==> src/hdl/qslerp_isqrt.sv <==
`timescale 1ns / 1ps
`default_nettype none
module qslerp_isqrt #(
  parameter int OUT_W = 31
) (
  input  logic               clk,
  input  logic               en,
  input  logic [2*OUT_W-1:0] din,
  output logic [OUT_W-1:0]   dout
);

  localparam int IN_W = 2 * OUT_W;

  logic [IN_W-1:0]  rem_r  [OUT_W];
  logic [OUT_W-1:0] root_r [OUT_W];

  // one result bit per stage, msb first
  for (genvar k = 0; k < OUT_W; k++) begin : g_stg
    localparam int I = OUT_W - 1 - k;
    logic [IN_W-1:0]  rem_in;
    logic [OUT_W-1:0] root_in;
    logic [IN_W:0]    trial;
    logic             ge;

    if (k == 0) begin : g_first
      assign rem_in  = din;
      assign root_in = '0;
    end else begin : g_next
      assign rem_in  = rem_r[k-1];
      assign root_in = root_r[k-1];
    end

    assign trial = ((IN_W+1)'(root_in) << (I + 1)) + ((IN_W+1)'(1) << (2 * I));
    assign ge    = {1'b0, rem_in} >= trial;

    always_ff @(posedge clk) begin
      if (en) begin
        rem_r[k]  <= ge ? (rem_in - trial[IN_W-1:0]) : rem_in;
        root_r[k] <= ge ? (root_in | (OUT_W'(1) << I)) : root_in;
      end
    end
  end

  assign dout = root_r[OUT_W-1];

endmodule
`default_nettype wire

==> config.mk <==
export PLATFORM = sky130hd
export DESIGN_NAME = qslerp_isqrt
export DESIGN_NICKNAME = d
export VERILOG_FILES = /design/src/hdl/qslerp_isqrt.sv
export SDC_FILE = /design/constraint.sdc
export NUM_CORES = 2
export LEC_CHECK = 0
export BUFFER_PORTS_ARGS = -buffer_cell sky130_fd_sc_hd__buf_2
export CAP_MARGIN = 20
export CORE_MARGIN = 2
export CORE_UTILIZATION = 56
export DETAILED_ROUTE_END_ITERATION = 10
export GPL_TIMING_DRIVEN = 0
export PLACE_DENSITY = 0.72
export REMOVE_ABC_BUFFERS = 1
export SKIP_LAST_GASP = 1
export SYNTH_ARGS = -nofsm -noshare
export SYNTH_HDL_FRONTEND = slang
export SYNTH_SLANG_ARGS = --single-unit
==> constraint.sdc <==
create_clock -name clk -period 5.9 [get_ports clk]
set_input_delay 0.59 -clock clk [delete_from_list [all_inputs] [get_ports clk]]
set_output_delay 0.59 -clock clk [all_outputs]
set_load 0.01 [all_outputs]
==> summary.log <==
[worst_hold_path] hold worst-path end rem_r[0][60]
[critical_path] cells traversed along the worst timing path inv_1 -> ha_1 -> nand2_1 -> nor3_2 -> nand4_1 -> o41ai_1 -> nor3_1 -> o211a_1 -> inv_2 -> o211ai_1 -> nor2_1 -> nand2_1 -> xnor2_1
[floorplan] die height 452 um
[critical_path] data required time at the worst endpoint 6.50 ns
[critical_path] Worst Path Max Fanout 47
[drt] remaining antenna violation count 0
[critical_path] R2R Path End rem_r[12][121]
[logic_synthesis] number of enable flip-flop cells after synthesis 2356
[critical_path] dominant delay contributor by cell family on the critical path simple AND/OR/NAND/NOR gates
[power_and_ir_drop] Peak VDD IR 359 uV
[grt] initial antenna violation count 15
[worst_hold_path] worst min-delay path category primary input to flop
[logic_synthesis] share of the synthesized area in the top cell type 0.631
[cells_and_area] Net count, final 9763
[critical_path] path type of the worst setup path flop to flop
[clock_network] buffer cell driving the clock tree root sky130_fd_sc_hd__clkbuf_16
[power_and_ir_drop] static power due to leakage 46.7 nW
[drt] total number of vias 71300
[timing] unrepaired setup endpoints after global routing false
[grt] wire length of the first global-routing pass 403000 um
[timing] Hold Vio Cnt, Final 0
[clock_network] postcts setup bufs 0
[worst_hold_path] worst hold path startpoint din[60]
[grt] total congestion overflow 0
[cells_and_area] Syn-to-layout area delta 11.4%
[clock_network] clock latency of the later-clocked register in the worst-skew pair 0.90 ns
[logic_synthesis] mean post-synth cell area 12.6 um^2
[floorplan] FP Rows 164
[worst_hold_path] hold path depth 3
[power_and_ir_drop] Total Power Consumption 48.0 mW
[logic_synthesis] Cells after Synth 8886
[logic_synthesis] count of distinct cell types in the synthesized netlist 88
[drt] Routed WL 262000 um
[logic_synthesis] count of synthesis-stage warnings from yosys 0
[grt] pin count of the biggest net entering global routing 201
[logic_synthesis] cell with the most instances after synthesis sky130_fd_sc_hd__edfxtp_1
[drt] top metal layer carrying routed signals met5
[critical_path] Worst path slowest cell sky130_fd_sc_hd__inv_2
[critical_path] Worst Setup End Kind flop
[placed_design] number of I/O port buffers 94
[logic_synthesis] top_reg_cell synth sky130_fd_sc_hd__edfxtp_1
[logic_synthesis] async set or reset register ratio after synthesis 0
[timing] actual transition at the worst max-transition pin 1.21 ns
[drt] via/cell ratio 5.92
[floorplan] number of top-level pins 95
[run_status] result of the run finished clean
[timing] Final Max Tran Viols 0
[logic_synthesis] cell area after technology mapping 0.112 mm^2
[clock_network] clock transition at the register clock pins on the worst setup and hold paths after CTS 0.07 ns
[grt] global-route total usage across every layer 0.254
[clock_network] CTS Buf Count 238
[placed_design] last weighted congestion value of the routability-driven placer 0.917
[logic_synthesis] most numerous cell types in the synthesized netlist 2356 x sky130_fd_sc_hd__edfxtp_1, 648 x sky130_fd_sc_hd__inv_1, 621 x sky130_fd_sc_hd__nand2_1, 574 x sky130_fd_sc_hd__nor2_1, 557 x sky130_fd_sc_hd__a21oi_1
[critical_path] launch point of the worst reg-to-reg path root_r[1][256]
[floorplan] chip width 452 um
[critical_path] CP startpoint kind flop
[grt] number of global-route vias before repair 70000
[drt] routed length on met2 128000 um
[critical_path] Reg2Reg Setup Slack 0.32 ns
[drt] routed wirelength normalized by instance count 21.8 um
[critical_path] cell type with the highest occurrence count on the critical path sky130_fd_sc_hd__nand2_1
[critical_path] worst setup path start root_r[1][256]
[logic_synthesis] flop and latch count out of synthesis 2356
[cells_and_area] fraction of final layout cells sized beyond drive strength 1 0.0704
[critical_path] worst reg-to-reg path cell count 13
[floorplan] initial core utilization 0.562
[drt] routed length on met3 13900 um
[critical_path] worst path arrival time 6.18 ns
[timing] part of the cycle the worst path needs 0.946
[power_and_ir_drop] total power per unit cell area 384 mW/mm^2
[critical_path] Slowest Stage Delay on Critical Path 0.71 ns
[timing] sum of negative setup slack 0 ns
[timing] final critical path time including I/O delays and setup 5.58 ns
[cells_and_area] fillcell total 15000
[placed_design] detailed placement HPWL 194000 um
[logic_synthesis] largest cells by area after synthesis sky130_fd_sc_hd__edfxtp_1 63%, sky130_fd_sc_hd__ha_1 5.9%, sky130_fd_sc_hd__xnor2_1 3.4%, sky130_fd_sc_hd__xor2_1 3.0%, sky130_fd_sc_hd__a21oi_1 2.5%
[clock_network] H-tree level count 4
[drt] detailed-route wire length on metal 1 113000 um
[timing] remaining max-slew budget at the tightest pin 0.187
[floorplan] area of the die 0.204 mm^2
[drt] length of the first detailed-routing pass in iterations 6
[clock_network] deepest clock path buffer count 3
[drt] initial detailed-routing violation count 6746
[critical_path] number of buffers and inverters on the critical path 2
[timing] Max Fclk 179 MHz
[timing] final setup violation count 0
[drt] number of design rule violations left after detail routing 0
[floorplan] area of the placeable core 0.199 mm^2
[clock_network] CTS sink count 2356
[run] max-capacitance violation count 0
[logic_synthesis] share of synthesized area occupied by flip-flops and latches 0.631
[timing] worst clock skew 0.0876 ns
[logic_synthesis] library cell occupying the most area in the post-synthesis netlist sky130_fd_sc_hd__edfxtp_1
[clock_network] TritonCTS clock tree built
-- worst register-to-register path, stage by stage (launching register included) --
cell and delay, ns:
sky130_fd_sc_hd__edfxtp_1 0.38, sky130_fd_sc_hd__inv_1 0.06, sky130_fd_sc_hd__ha_1 0.34, sky130_fd_sc_hd__nand2_1 0.28, sky130_fd_sc_hd__nor3_2 0.65, sky130_fd_sc_hd__nand4_1 0.59, sky130_fd_sc_hd__o41ai_1 0.56, sky130_fd_sc_hd__nor3_1 0.11
sky130_fd_sc_hd__o211a_1 0.33, sky130_fd_sc_hd__inv_2 0.72, sky130_fd_sc_hd__o211ai_1 0.61, sky130_fd_sc_hd__nor2_1 0.38, sky130_fd_sc_hd__nand2_1 0.11, sky130_fd_sc_hd__xnor2_1 0.15
-- cells in the final DEF (no fill, tap or decap), drive strengths merged, types with 272 or more instances in the layout --
cell type / instances
a21oi: 557
clkbuf: 272
edfxtp: 2356
ha: 525
inv: 655
nand2: 621
nor2: 574
nor4: 307
o21ai: 419
xnor2: 433
xor2: 386
-- cells by family (layout without fill, tap and decap cells) --
family          after synthesis  after routing  synth area share
xor+xnor                    819            819            0.0640
mux                          86             86           0.00857
other cells                   0              8                 0
flops                      2356           2356             0.631
simple gates               2635           2635             0.120
buf+inv                     809           1301            0.0273
compound gates             1656           1656            0.0908
fa+ha+maj                   525            525            0.0586
-- power by group --
part           internal, mW  total [mW]  switching (mW)
sequential             21.2        22.9            1.69
combinational          4.07        9.85            5.78
clock                  8.70        15.2            6.54
-- cell type report --
type | instances | area [um^2] | area share
repair buffers | 204 | 1900 | 0.0152
multi-input cells | 5721 | 38500 | 0.308
diodes | 8 | 20.0 | 0.000160
inverters | 653 | 2450 | 0.0196
flip-flops and latches | 2356 | 70700 | 0.566
well taps | 2656 | 3320 | 0.0266
clock buffers | 271 | 6080 | 0.0487
clock inverters | 173 | 1890 | 0.0151
-- timing repair --
action,in CTS,in global routing
hold endpoints to repair,61,0
resized for setup,0,1
hold buffers,61,0
endpoints found under the setup margin,0,6
-- per-stage QoR --
step | std cells | utilization | worst slack (ns) | cell area (um^2) | hold slack (ns)
after floorplan | 8730 | - | 0.700 | 112000 | 0.417
after global placement | 11500 | 0.578 | -31.62 | 115000 | 0.420
after detailed placement | 11500 | 0.583 | 0.200 | 116000 | 0.426
after CTS | 12000 | 0.626 | 0.0983 | 125000 | 0.0622
after global routing | 12000 | 0.626 | 0.112 | 125000 | 0.119
final | 12000 | 0.626 | 0.321 | 125000 | 0.130
-- worst max path at each step --
| stage | to | slack, ns | cells after the start |
|---|---|---|---|
| floorplan | rem_r[11][61] | 0.70 | 10 |
| global placement | rem_r[14][97] | -31.62 | 1 |
| detailed placement | rem_r[12][121] | 0.20 | 12 |
| CTS | rem_r[12][121] | 0.1 | 13 |
| global route | rem_r[12][121] | 0.11 | 12 |
| finish | rem_r[12][121] | 0.32 | 13 |
-- metal layers --
metal	track usage	up-vias
met2	0.430	2068
li1	-	33800
met5	0	-
met3	0.0342	429
met1	0.347	35000
met4	0.0708	6
-- state kept, by name, indices dropped and copies added, names as in the netlist --
signal and count:
rem_r 1860, root_r 496
No activity file was read; power rests on OpenSTA's default activity.
